--- src/rtl/erm_pkg.sv ---
// ----------------------------------------------------------------------------
// erm_pkg: shared types and constants of the echo range bar mapper
// Field widths, register indexes, reset values and the record that travels
// from the front end to the mapping back end.
// ----------------------------------------------------------------------------
package erm_pkg;

  localparam int unsigned ECHO_W    = 15;
  localparam int unsigned LIMIT_W   = 4;
  localparam int unsigned LEVEL_W   = 8;
  localparam int unsigned CFG_IDX_W = 2;

  // Full channel level and the span of the two colour ramps together.
  localparam logic [LEVEL_W-1:0] LEVEL_MAX  = 8'd255;
  localparam int unsigned        COLOR_SPAN = 510;

  localparam logic [LIMIT_W-1:0] DROPOUT_LIMIT_RST = 4'd5;
  localparam logic [ECHO_W-1:0]  MIN_VALID_RST     = 15'd116;
  localparam logic [ECHO_W-1:0]  MAX_VALID_RST     = 15'd23200;

  typedef enum logic [CFG_IDX_W-1:0] {
    CFG_DROPOUT_LIMIT = 2'd0,
    CFG_MIN_VALID     = 2'd1,
    CFG_MAX_VALID     = 2'd2
  } cfg_idx_e;

  typedef struct packed {
    logic [LIMIT_W-1:0] dropout_limit;
    logic [ECHO_W-1:0]  min_valid_us;
    logic [ECHO_W-1:0]  max_valid_us;
  } cfg_t;

  // One pending result: either an out-of-range report or a median to map.
  typedef struct packed {
    logic              no_echo;
    logic [ECHO_W-1:0] median_us;
  } rec_t;

endpackage

--- src/rtl/echo_range_median_bar_mapper.sv ---
// ----------------------------------------------------------------------------
// echo_range_median_bar_mapper: ultrasonic echo to LED bar mapper
// Median-filters echo widths and turns the median into a bar length and a
// red-yellow-green colour, with out-of-range reporting after dropouts.
// ----------------------------------------------------------------------------
// Usage:
// Echo widths in microseconds enter through a queue-style port: a transfer
// happens at a clock edge where push is high and full is low. Results leave
// through a second queue-style port: the oldest result sits on the result
// ports while empty is low, and a transfer happens where pop is also high.
// A valid width always gives one result; an invalid width gives a result only
// once the dropout run has reached the configured limit.
// The block takes one item every cycle while full is low. A result passes
// from the combinational classification and median front end through the
// middle queue, the mapping pipeline (constant scaling, then the reciprocal
// multiply that divides by full scale) and the output queue.
// A four-entry queue between front and back and a two-entry output queue
// let each side stall on its own; full rises only when the middle queue
// fills while the receiver holds pop low.
// Reset empties both queues, clears the dropout run, write slot and fill
// count, and loads the register defaults. The sample ring needs no clearing,
// since the fill count keeps unwritten entries out of the median.
// Registers are written through cfg_we_i, cfg_idx_i and cfg_data_i by the
// user only while idle; the block itself does not enforce that.
// ----------------------------------------------------------------------------
module echo_range_median_bar_mapper #(
  parameter int unsigned WINDOW        = 5,
  parameter int unsigned BAR_LEDS      = 9,
  parameter int unsigned FULL_SCALE_US = 5800,
  parameter int unsigned LIT_W         = 4
) (
  input  logic                           clk_i,
  input  logic                           rst_ni,
  input  logic                           cfg_we_i,
  input  logic [erm_pkg::CFG_IDX_W-1:0]  cfg_idx_i,
  input  logic [erm_pkg::ECHO_W-1:0]     cfg_data_i,
  input  logic                           push,
  output logic                           full,
  input  logic [erm_pkg::ECHO_W-1:0]     echo_us_i,
  output logic                           empty,
  input  logic                           pop,
  output logic [LIT_W-1:0]               lit_count_o,
  output logic [erm_pkg::LEVEL_W-1:0]    red_level_o,
  output logic [erm_pkg::LEVEL_W-1:0]    green_level_o,
  output logic                           no_echo_o
);

  localparam int unsigned MID_DEPTH = 4;
  localparam int unsigned OUT_DEPTH = 2;
  localparam int unsigned OUT_W     = LIT_W + 2 * erm_pkg::LEVEL_W + 1;

  erm_pkg::cfg_t cfg_q;
  erm_pkg::rec_t front_rec, mid_rec;
  logic          take, front_valid;
  logic          mid_full, mid_empty, mid_pop;
  logic          back_valid, out_full;
  logic [LIT_W-1:0]            back_lit;
  logic [erm_pkg::LEVEL_W-1:0] back_red, back_green;
  logic                        back_no_echo;
  logic [OUT_W-1:0]            out_word;

  // Configuration registers; writes to an unused index fall through.
  always_ff @(posedge clk_i or negedge rst_ni) begin
    if (!rst_ni) begin
      cfg_q.dropout_limit <= erm_pkg::DROPOUT_LIMIT_RST;
      cfg_q.min_valid_us  <= erm_pkg::MIN_VALID_RST;
      cfg_q.max_valid_us  <= erm_pkg::MAX_VALID_RST;
    end else if (cfg_we_i) begin
      priority if (cfg_idx_i == erm_pkg::CFG_DROPOUT_LIMIT) begin
        cfg_q.dropout_limit <= cfg_data_i[erm_pkg::LIMIT_W-1:0];
      end else if (cfg_idx_i == erm_pkg::CFG_MIN_VALID) begin
        cfg_q.min_valid_us <= cfg_data_i;
      end else if (cfg_idx_i == erm_pkg::CFG_MAX_VALID) begin
        cfg_q.max_valid_us <= cfg_data_i;
      end else begin
        cfg_q <= cfg_q;
      end
    end
  end

  // Input transfers are held off only by the middle queue.
  assign full = mid_full;
  assign take = push && !mid_full;

  erm_front #(
    .WINDOW (WINDOW)
  ) u_front (
    .clk_i       (clk_i),
    .rst_ni      (rst_ni),
    .cfg_i       (cfg_q),
    .take_i      (take),
    .echo_us_i   (echo_us_i),
    .rec_valid_o (front_valid),
    .rec_o       (front_rec)
  );

  erm_fifo #(
    .WIDTH ($bits(erm_pkg::rec_t)),
    .DEPTH (MID_DEPTH)
  ) u_mid_fifo (
    .clk_i   (clk_i),
    .rst_ni  (rst_ni),
    .push_i  (front_valid),
    .data_i  (front_rec),
    .full_o  (mid_full),
    .pop_i   (mid_pop),
    .data_o  (mid_rec),
    .empty_o (mid_empty)
  );

  erm_back #(
    .BAR_LEDS      (BAR_LEDS),
    .FULL_SCALE_US (FULL_SCALE_US),
    .LIT_W         (LIT_W)
  ) u_back (
    .clk_i         (clk_i),
    .rst_ni        (rst_ni),
    .rec_valid_i   (!mid_empty),
    .rec_i         (mid_rec),
    .rec_pop_o     (mid_pop),
    .out_full_i    (out_full),
    .out_valid_o   (back_valid),
    .lit_count_o   (back_lit),
    .red_level_o   (back_red),
    .green_level_o (back_green),
    .no_echo_o     (back_no_echo)
  );

  // Output queue acts as the skid stage toward the receiver.
  erm_fifo #(
    .WIDTH (OUT_W),
    .DEPTH (OUT_DEPTH)
  ) u_out_fifo (
    .clk_i   (clk_i),
    .rst_ni  (rst_ni),
    .push_i  (back_valid),
    .data_i  ({back_lit, back_red, back_green, back_no_echo}),
    .full_o  (out_full),
    .pop_i   (pop),
    .data_o  (out_word),
    .empty_o (empty)
  );

  assign {lit_count_o, red_level_o, green_level_o, no_echo_o} = out_word;

endmodule

--- src/rtl/erm_fifo.sv ---
// ----------------------------------------------------------------------------
// erm_fifo: small synchronous queue
// Register-based first-in first-out buffer with full and empty flags.
// ----------------------------------------------------------------------------
module erm_fifo #(
  parameter int unsigned WIDTH = 8,
  parameter int unsigned DEPTH = 2
) (
  input  logic             clk_i,
  input  logic             rst_ni,
  input  logic             push_i,
  input  logic [WIDTH-1:0] data_i,
  output logic             full_o,
  input  logic             pop_i,
  output logic [WIDTH-1:0] data_o,
  output logic             empty_o
);

  localparam int unsigned PW = (DEPTH > 1) ? $clog2(DEPTH) : 1;
  localparam int unsigned CW = $clog2(DEPTH + 1);

  logic [WIDTH-1:0] mem_q [DEPTH];
  logic [PW-1:0]    wr_q, wr_d, rd_q, rd_d;
  logic [CW-1:0]    cnt_q, cnt_d;
  logic             do_push, do_pop;

  assign full_o  = (cnt_q == CW'(DEPTH));
  assign empty_o = (cnt_q == '0);
  assign do_push = push_i && !full_o;
  assign do_pop  = pop_i && !empty_o;
  assign data_o  = mem_q[rd_q];

  always_comb begin
    wr_d  = wr_q;
    rd_d  = rd_q;
    cnt_d = cnt_q;
    if (do_push) begin
      wr_d = (wr_q == PW'(DEPTH - 1)) ? '0 : wr_q + PW'(1);
    end
    if (do_pop) begin
      rd_d = (rd_q == PW'(DEPTH - 1)) ? '0 : rd_q + PW'(1);
    end
    if (do_push && !do_pop) begin
      cnt_d = cnt_q + CW'(1);
    end else if (do_pop && !do_push) begin
      cnt_d = cnt_q - CW'(1);
    end
  end

  always_ff @(posedge clk_i or negedge rst_ni) begin
    if (!rst_ni) begin
      wr_q  <= '0;
      rd_q  <= '0;
      cnt_q <= '0;
    end else begin
      wr_q  <= wr_d;
      rd_q  <= rd_d;
      cnt_q <= cnt_d;
    end
  end

  always_ff @(posedge clk_i) begin
    if (do_push) begin
      mem_q[wr_q] <= data_i;
    end
  end

endmodule

--- src/rtl/erm_front.sv ---
// ----------------------------------------------------------------------------
// erm_front: echo classification, dropout run and median window
// Checks each echo width against the valid window, keeps the dropout run,
// stores valid widths in the sample ring and picks the median of the ring.
// ----------------------------------------------------------------------------
module erm_front #(
  parameter int unsigned WINDOW = 5
) (
  input  logic                        clk_i,
  input  logic                        rst_ni,
  input  erm_pkg::cfg_t               cfg_i,
  input  logic                        take_i,
  input  logic [erm_pkg::ECHO_W-1:0]  echo_us_i,
  output logic                        rec_valid_o,
  output erm_pkg::rec_t               rec_o
);

  localparam int unsigned SW = (WINDOW > 1) ? $clog2(WINDOW) : 1;
  localparam int unsigned CW = $clog2(WINDOW + 1);

  logic [erm_pkg::ECHO_W-1:0]  ring_q [WINDOW];
  logic [erm_pkg::ECHO_W-1:0]  ring_nx [WINDOW];
  logic [SW-1:0]               slot_q, slot_d;
  logic [CW-1:0]               fill_q, fill_d;
  logic [erm_pkg::LIMIT_W-1:0] run_q, run_d;
  logic [CW-1:0]               below [WINDOW];
  logic [CW-1:0]               same [WINDOW];
  logic [CW-1:0]               rank_k;
  logic [erm_pkg::ECHO_W-1:0]  median;
  logic                        echo_ok;
  logic                        limit_hit;

  assign echo_ok = (echo_us_i != '0) && (echo_us_i >= cfg_i.min_valid_us)
                   && (echo_us_i <= cfg_i.max_valid_us);

  // Dropout run saturates at the limit; reaching it reports out of range.
  always_comb begin
    run_d = run_q;
    if (take_i) begin
      if (echo_ok) begin
        run_d = '0;
      end else if (run_q < cfg_i.dropout_limit) begin
        run_d = run_q + erm_pkg::LIMIT_W'(1);
      end
    end
  end

  assign limit_hit = !(run_d < cfg_i.dropout_limit);

  always_comb begin
    slot_d = slot_q;
    fill_d = fill_q;
    if (take_i && echo_ok) begin
      slot_d = (slot_q == SW'(WINDOW - 1)) ? '0 : slot_q + SW'(1);
      if (fill_q < CW'(WINDOW)) begin
        fill_d = fill_q + CW'(1);
      end
    end
  end

  // Ring contents as they stand once this width is written.
  always_comb begin
    for (int i = 0; i < WINDOW; i++) begin
      ring_nx[i] = (slot_q == SW'(i)) ? echo_us_i : ring_q[i];
    end
  end

  // Rank selection: an entry is the median when the wanted rank falls
  // within its run of equal values. Only filled entries take part.
  assign rank_k = fill_d >> 1;

  always_comb begin
    for (int i = 0; i < WINDOW; i++) begin
      below[i] = '0;
      same[i]  = '0;
      for (int j = 0; j < WINDOW; j++) begin
        if (CW'(j) < fill_d) begin
          if (ring_nx[j] < ring_nx[i]) begin
            below[i] = below[i] + CW'(1);
          end else if (ring_nx[j] == ring_nx[i]) begin
            same[i] = same[i] + CW'(1);
          end
        end
      end
    end
  end

  always_comb begin
    median = '0;
    for (int i = WINDOW - 1; i >= 0; i--) begin
      if ((CW'(i) < fill_d) && (below[i] <= rank_k) && (rank_k < below[i] + same[i])) begin
        median = ring_nx[i];
      end
    end
  end

  assign rec_valid_o     = take_i && (echo_ok || limit_hit);
  assign rec_o.no_echo   = !echo_ok;
  assign rec_o.median_us = echo_ok ? median : '0;

  always_ff @(posedge clk_i or negedge rst_ni) begin
    if (!rst_ni) begin
      slot_q <= '0;
      fill_q <= '0;
      run_q  <= '0;
    end else begin
      slot_q <= slot_d;
      fill_q <= fill_d;
      run_q  <= run_d;
    end
  end

  always_ff @(posedge clk_i) begin
    if (take_i && echo_ok) begin
      ring_q[slot_q] <= echo_us_i;
    end
  end

  a_fill_bound : assert property (@(posedge clk_i) disable iff (!rst_ni)
    fill_q <= CW'(WINDOW))
    else $error("fill count beyond window depth");

  a_slot_bound : assert property (@(posedge clk_i) disable iff (!rst_ni)
    (SW+1)'(slot_q) < (SW+1)'(WINDOW))
    else $error("write slot beyond window depth");

  a_valid_clears_run : assert property (@(posedge clk_i) disable iff (!rst_ni)
    (take_i && echo_ok) |=> (run_q == '0) && (fill_q != '0))
    else $error("valid echo did not clear dropout run or fill the ring");

  a_valid_gives_result : assert property (@(posedge clk_i) disable iff (!rst_ni)
    (take_i && echo_ok) |-> (rec_valid_o && !rec_o.no_echo))
    else $error("valid echo produced no median record");

endmodule

--- src/rtl/erm_back.sv ---
// ----------------------------------------------------------------------------
// erm_back: median to bar length and colour mapping
// Two-stage pipeline: constant scaling, then exact division by full scale
// through a reciprocal multiply, with the result selection.
// ----------------------------------------------------------------------------
module erm_back #(
  parameter int unsigned BAR_LEDS      = 9,
  parameter int unsigned FULL_SCALE_US = 5800,
  parameter int unsigned LIT_W         = 4
) (
  input  logic                         clk_i,
  input  logic                         rst_ni,
  input  logic                         rec_valid_i,
  input  erm_pkg::rec_t                rec_i,
  output logic                         rec_pop_o,
  input  logic                         out_full_i,
  output logic                         out_valid_o,
  output logic [LIT_W-1:0]             lit_count_o,
  output logic [erm_pkg::LEVEL_W-1:0]  red_level_o,
  output logic [erm_pkg::LEVEL_W-1:0]  green_level_o,
  output logic                         no_echo_o
);

  localparam int unsigned MAXK  = (BAR_LEDS - 1 > erm_pkg::COLOR_SPAN) ? BAR_LEDS - 1
                                  : erm_pkg::COLOR_SPAN;
  localparam int unsigned PW    = $clog2(FULL_SCALE_US * MAXK + 1);
  localparam int unsigned LW    = $clog2(FULL_SCALE_US);
  localparam int unsigned SH    = PW + LW;
  // Rounded-up reciprocal: exact floor division for every product below 2**PW.
  localparam logic [63:0] RECIP = ((64'd1 << SH) + 64'(FULL_SCALE_US) - 64'd1)
                                  / 64'(FULL_SCALE_US);
  localparam int unsigned RW    = $clog2(RECIP + 1);
  localparam int unsigned MW    = PW + RW;
  localparam int unsigned XW    = erm_pkg::ECHO_W + 10;

  localparam logic [erm_pkg::ECHO_W-1:0] FS = erm_pkg::ECHO_W'(FULL_SCALE_US);

  logic                         s1_v_q, s1_no_echo_q, s1_over_q, s1_lower_q;
  logic [PW-1:0]                s1_bar_q, s1_col_q;
  logic                         s2_v_q, s2_no_echo_q;
  logic [LIT_W-1:0]             s2_lit_q;
  logic [erm_pkg::LEVEL_W-1:0]  s2_red_q, s2_green_q;
  logic                         s1_ready, s2_ready;

  logic                         over, lower;
  logic [erm_pkg::ECHO_W-1:0]   clip, ramp;
  logic [XW-1:0]                bar_prod, col_prod;
  logic [MW-1:0]                bar_quot, col_quot;
  logic [LIT_W-1:0]             lit_d;
  logic [erm_pkg::LEVEL_W-1:0]  red_d, green_d, ramp_lvl;

  assign s2_ready  = !s2_v_q || !out_full_i;
  assign s1_ready  = !s1_v_q || s2_ready;
  assign rec_pop_o = s1_ready;

  // Stage one: clip to full scale and scale by the small constants.
  always_comb begin
    over     = rec_i.median_us > FS;
    clip     = over ? FS : rec_i.median_us;
    lower    = ({1'b0, clip} << 1) < {1'b0, FS};
    ramp     = lower ? clip : FS - clip;
    bar_prod = over ? '0 : XW'(rec_i.median_us) * XW'(BAR_LEDS - 1);
    col_prod = XW'(ramp) * XW'(erm_pkg::COLOR_SPAN);
  end

  // Stage two: divide by full scale and pick the channels.
  always_comb begin
    bar_quot = MW'(s1_bar_q) * MW'(RECIP);
    col_quot = MW'(s1_col_q) * MW'(RECIP);
    ramp_lvl = col_quot[SH +: erm_pkg::LEVEL_W];
    if (s1_no_echo_q) begin
      lit_d   = '0;
      red_d   = erm_pkg::LEVEL_MAX;
      green_d = '0;
    end else begin
      lit_d   = s1_over_q ? '0 : bar_quot[SH +: LIT_W] + LIT_W'(1);
      red_d   = s1_lower_q ? erm_pkg::LEVEL_MAX : ramp_lvl;
      green_d = s1_lower_q ? ramp_lvl : erm_pkg::LEVEL_MAX;
    end
  end

  always_ff @(posedge clk_i or negedge rst_ni) begin
    if (!rst_ni) begin
      s1_v_q <= 1'b0;
      s2_v_q <= 1'b0;
    end else begin
      if (s1_ready) begin
        s1_v_q <= rec_valid_i;
      end
      if (s2_ready) begin
        s2_v_q <= s1_v_q;
      end
    end
  end

  always_ff @(posedge clk_i) begin
    if (s1_ready) begin
      s1_no_echo_q <= rec_i.no_echo;
      s1_over_q    <= over;
      s1_lower_q   <= lower;
      s1_bar_q     <= PW'(bar_prod);
      s1_col_q     <= PW'(col_prod);
    end
    if (s2_ready) begin
      s2_no_echo_q <= s1_no_echo_q;
      s2_lit_q     <= lit_d;
      s2_red_q     <= red_d;
      s2_green_q   <= green_d;
    end
  end

  assign out_valid_o   = s2_v_q;
  assign lit_count_o   = s2_lit_q;
  assign red_level_o   = s2_red_q;
  assign green_level_o = s2_green_q;
  assign no_echo_o     = s2_no_echo_q;

endmodule

--- config.mk ---
export PLATFORM = sky130hd
export DESIGN_NAME = echo_range_median_bar_mapper
export DESIGN_NICKNAME = d
export VERILOG_FILES = /design/src/rtl/erm_pkg.sv /design/src/rtl/echo_range_median_bar_mapper.sv /design/src/rtl/erm_fifo.sv /design/src/rtl/erm_front.sv /design/src/rtl/erm_back.sv
export SDC_FILE = /design/constraint.sdc
export NUM_CORES = 2
export LEC_CHECK = 0
export BUFFER_PORTS_ARGS = -buffer_cell sky130_fd_sc_hd__buf_2
export CORE_ASPECT_RATIO = 1.5
export CORE_UTILIZATION = 50
export DETAILED_ROUTE_END_ITERATION = 10
export GPL_TIMING_DRIVEN = 0
export PLACE_DENSITY = 0.68
export SYNTH_ARGS = -nofsm -noshare
export SYNTH_HDL_FRONTEND = slang
export SYNTH_HIERARCHICAL = 1
export SYNTH_SLANG_ARGS = --single-unit
--- constraint.sdc ---
create_clock -name clk_i -period 13.4 [get_ports clk_i]
set_clock_uncertainty 0.2 [all_clocks]
set_input_delay 2.68 -clock clk_i [delete_from_list [all_inputs] [get_ports clk_i]]
set_output_delay 2.68 -clock clk_i [all_outputs]
set_load 0.01 [all_outputs]
==> impl_metrics.py <==
metrics = {
    "timing": {
        "slew_violations": 0,
        "setup_viol": 0,
        "setup-tns-final_ns": 0,
        "fin_crit_sh_pct": 82.26,
        "layout_setup_ws_ns": 2.377,
        "worstMarginPinSlew_ns": 1.276,
        "hold_violations": 0,
        "rsz0062_at_grt": "no",
        "max_freq_mhz": 90.72,
        "slew_headroom_pct": 14.03,
        "min_period_ns": 11.02,
    },
    "global_route": {
        "grt_pass1_wl_mm": 145.9,
        "grt_usage_pct": 25.23,
        "grt_pass1_vias": 27110,
        "grt_max_degree": 58,
        "grt_overflow": 0,
        "antenna_found_initial": 0,
    },
    "die": {
        "core_sq_mm": 0.07388,
        "start_util_pct": 50.51,
        "fp.dieH_um": 336.6,
        "dieArea_sq_mm": 0.07575,
        "ioPinCount": 60,
        "die_w_um": 225.1,
        "row_count": 122,
    },
    "clock_network": {
        "cts-buffers-inserted": 31,
        "clk_path_buf_depth": 3,
        "cts-hold-fix-buffers": 0,
        "cts_resized": 0,
        "clkTransAtPathRegs_ns": 0.06,
        "cts_tree": "yes",
        "insertion_delay_ns": 0.58,
        "cts_root_buf": "clkbuf_16",
        "htree_levels": 1,
        "postCtsSetupRepairBufs": 0,
        "clkSinkCount": 298,
    },
    "worst_setup_path": {
        "required_ns": 13.49,
        "cp_common_cell": "ha_1",
        "path_buf_inv": 6,
        "cp_top_family": "compound AO/OA/AOI/OAI gates",
        "start_kind": "input pin",
        "cp.arrival_ns": 11.11,
        "crit_slowest_cell": "a211oi_2",
        "critPathMaxFanout": 10,
        "worstSetupPathType": "in -> reg",
        "worstSetupEndpointType": "register",
        "slowest_delay_ns": 0.75,
    },
    "placed_design": {
        "dp_hpwl_mm": 79.05,
        "gp_congestion": 0.9655,
        "portBuffers": 59,
        "dp_slack_ns": 1.765,
    },
    "yosys": {
        "ys_types": 121,
        "netlist_area_sq_mm": 0.03732,
        "synth_edf_count": 241,
        "synth_warnings": 6,
        "synthCells": 3474,
        "async_reset_ff_share_pct": 19.13,
        "synth-seq-cells": 298,
        "synth_flop_cell": "edfxtp_1",
        "yosysSeqAreaShare_pct": 23.26,
        "avgSynthCellArea_sq_um": 10.74,
    },
    "drt": {
        "vias_per_cell": 5.545,
        "ant_nets": 0,
        "num_vias": 25490,
        "drc": 0,
        "dr.first_iter.drc_count": 1156,
        "drt_pre_antenna_iters": 5,
        "drt-total-wl_mm": 92.11,
        "drt-wirelength-per-cell_um": 20.04,
    },
    "status": {
        "status": "completed",
    },
    "hold_path": {
        "min_path_type": "reg -> reg",
    },
    "job": {
        "drv_cap": 0,
    },
    "finish": {
        "drive_gt1_share_pct": 10.65,
        "diodes": 0,
        "final_common_cell": "inv_1",
        "final_cell_mix": "747 x inv_1, 676 x ha_1, 370 x fa_1, 241 x edfxtp_1, 119 x a21oi_1",
        "layout.nets": 4664,
        "syn2layout_area_growth_pct": 7.199,
    },
}
[routing by layer]
| metal | part of all wire (%) | wire length [um] | global-route usage (%) |
|---|---|---|---|
| met2 | 54 | 49580 | 48.47 |
| met5 | 0 | 0 | 0 |
| met1 | 35 | 32250 | 25.37 |
| met3 | 2.8 | 2584 | 1.978 |
| met4 | 8.4 | 7698 | 17.90 |
[cell families (layout without fill, tap and decap cells)]
logic type                 after synthesis  count (layout)  synth area share [%]
and+or+nand+nor                        582             582                 8.469
muxes                                  178             178                 6.153
AOI/OAI and AO/OA                      468             468                 8.872
DFF                                    298             298                 23.26
buffers and inverters                  802             927                 8.318
adders and majority gates             1048            1048                 42.57
xor gates and xnor gates                96              96                 2.344
other                                    2               8               0.02012
[sequential cells by signal, summed over array words and instances, names as in the netlist, 4 cells and up]
signal                cells
u_front/ring_q           75
u_mid_fifo/mem_q         64
u_out_fifo/mem_q         42
cfg_q                    34
u_back/s1_col_q          21
u_back/s1_bar_q          15
u_back/green_level_o      8
u_back/red_level_o        8
u_back/lit_count_o        4
u_front/run_q             4
[layout make-up]
class | instances | area, sq um
multi-input cells | 2380 | 25610
fillers | 6570 | 33880
inverters | 754 | 2830
clock inverters | 21 | 168.9
well taps | 992 | 1241
clock buffers | 36 | 804.5
repair buffers | 68 | 392.9
plain buffers | 48 | 274.0
flip-flops and latches | 298 | 8678
[final timing paths]
path	startpoint	end	slack [ns]	depth (start not counted)
worst max-delay path	echo_us_i[0]	u_mid_fifo/mem_q[1][8]	2.38	30
worst min-delay path	u_back/red_level_o[6]	u_out_fifo/mem_q[1][15]	0.24	0
worst max register to register	u_front/slot_q[2]	u_mid_fifo/mem_q[1][8]	3.42	33
worst min register to register	u_back/red_level_o[6]	u_out_fifo/mem_q[1][15]	0.24	0
max in group asynchronous	rst_ni	u_out_fifo/rd_q	10.47	1
min in group asynchronous	rst_ni	u_front/slot_q[2]	1.96	1
[cells in the mapped netlist (11+ instances only)]
cell type / instances / share of area (%)
nor2b_1: 31 / 0.52
clkbuf_1: 19 / 0.19
nor2_1: 112 / 1.1
nor3b_1: 17 / 0.34
a31oi_1: 13 / 0.22
fa_1: 370 / 20
xor2_1: 38 / 0.89
nor3_1: 52 / 0.70
o31ai_1: 23 / 0.46
and3_1: 23 / 0.39
mux2_4: 42 / 1.7
nor4_1: 20 / 0.34
dfstp_2: 12 / 0.84
nand2b_1: 19 / 0.32
nand4_1: 58 / 0.97
mux2_2: 81 / 2.4
o21a_1: 16 / 0.32
a211oi_2: 14 / 0.47
inv_1: 747 / 7.5
xnor2_1: 55 / 1.3
a32oi_1: 15 / 0.35
or3_1: 13 / 0.22
buf_2: 17 / 0.23
a211oi_1: 21 / 0.42
o21ai_1: 11 / 0.15
a21oi_1: 119 / 1.6
ha_1: 676 / 23
mux2i_1: 37 / 0.99
a21o_1: 46 / 0.93
edfxtp_1: 241 / 19
and2_1: 20 / 0.34
dfrtp_1: 45 / 3.0
o21ai_0: 80 / 1.1
nand3_1: 64 / 0.86
nand2_1: 100 / 1.0
mux4_2: 16 / 0.97
[per-stage QoR]
stage          instance area, sq um  hold WS, ns  cells  utilization, %
5_1_grt                       40000       0.2501   4597           54.15
3_5_place_dp                  39030       0.2298   4540           52.83
3_3_place_gp                  38880       0.2225   4531           52.62
4_1_cts                       40000       0.2448   4597           54.15
2_1_floorplan                 37340       0.2215   3480               -
6_report                      40000       0.2403   4597           54.15
Power is left out: the tool's default activity adds up to more than one toggle a clock period on the data nets, which glitch-free logic cannot reach.
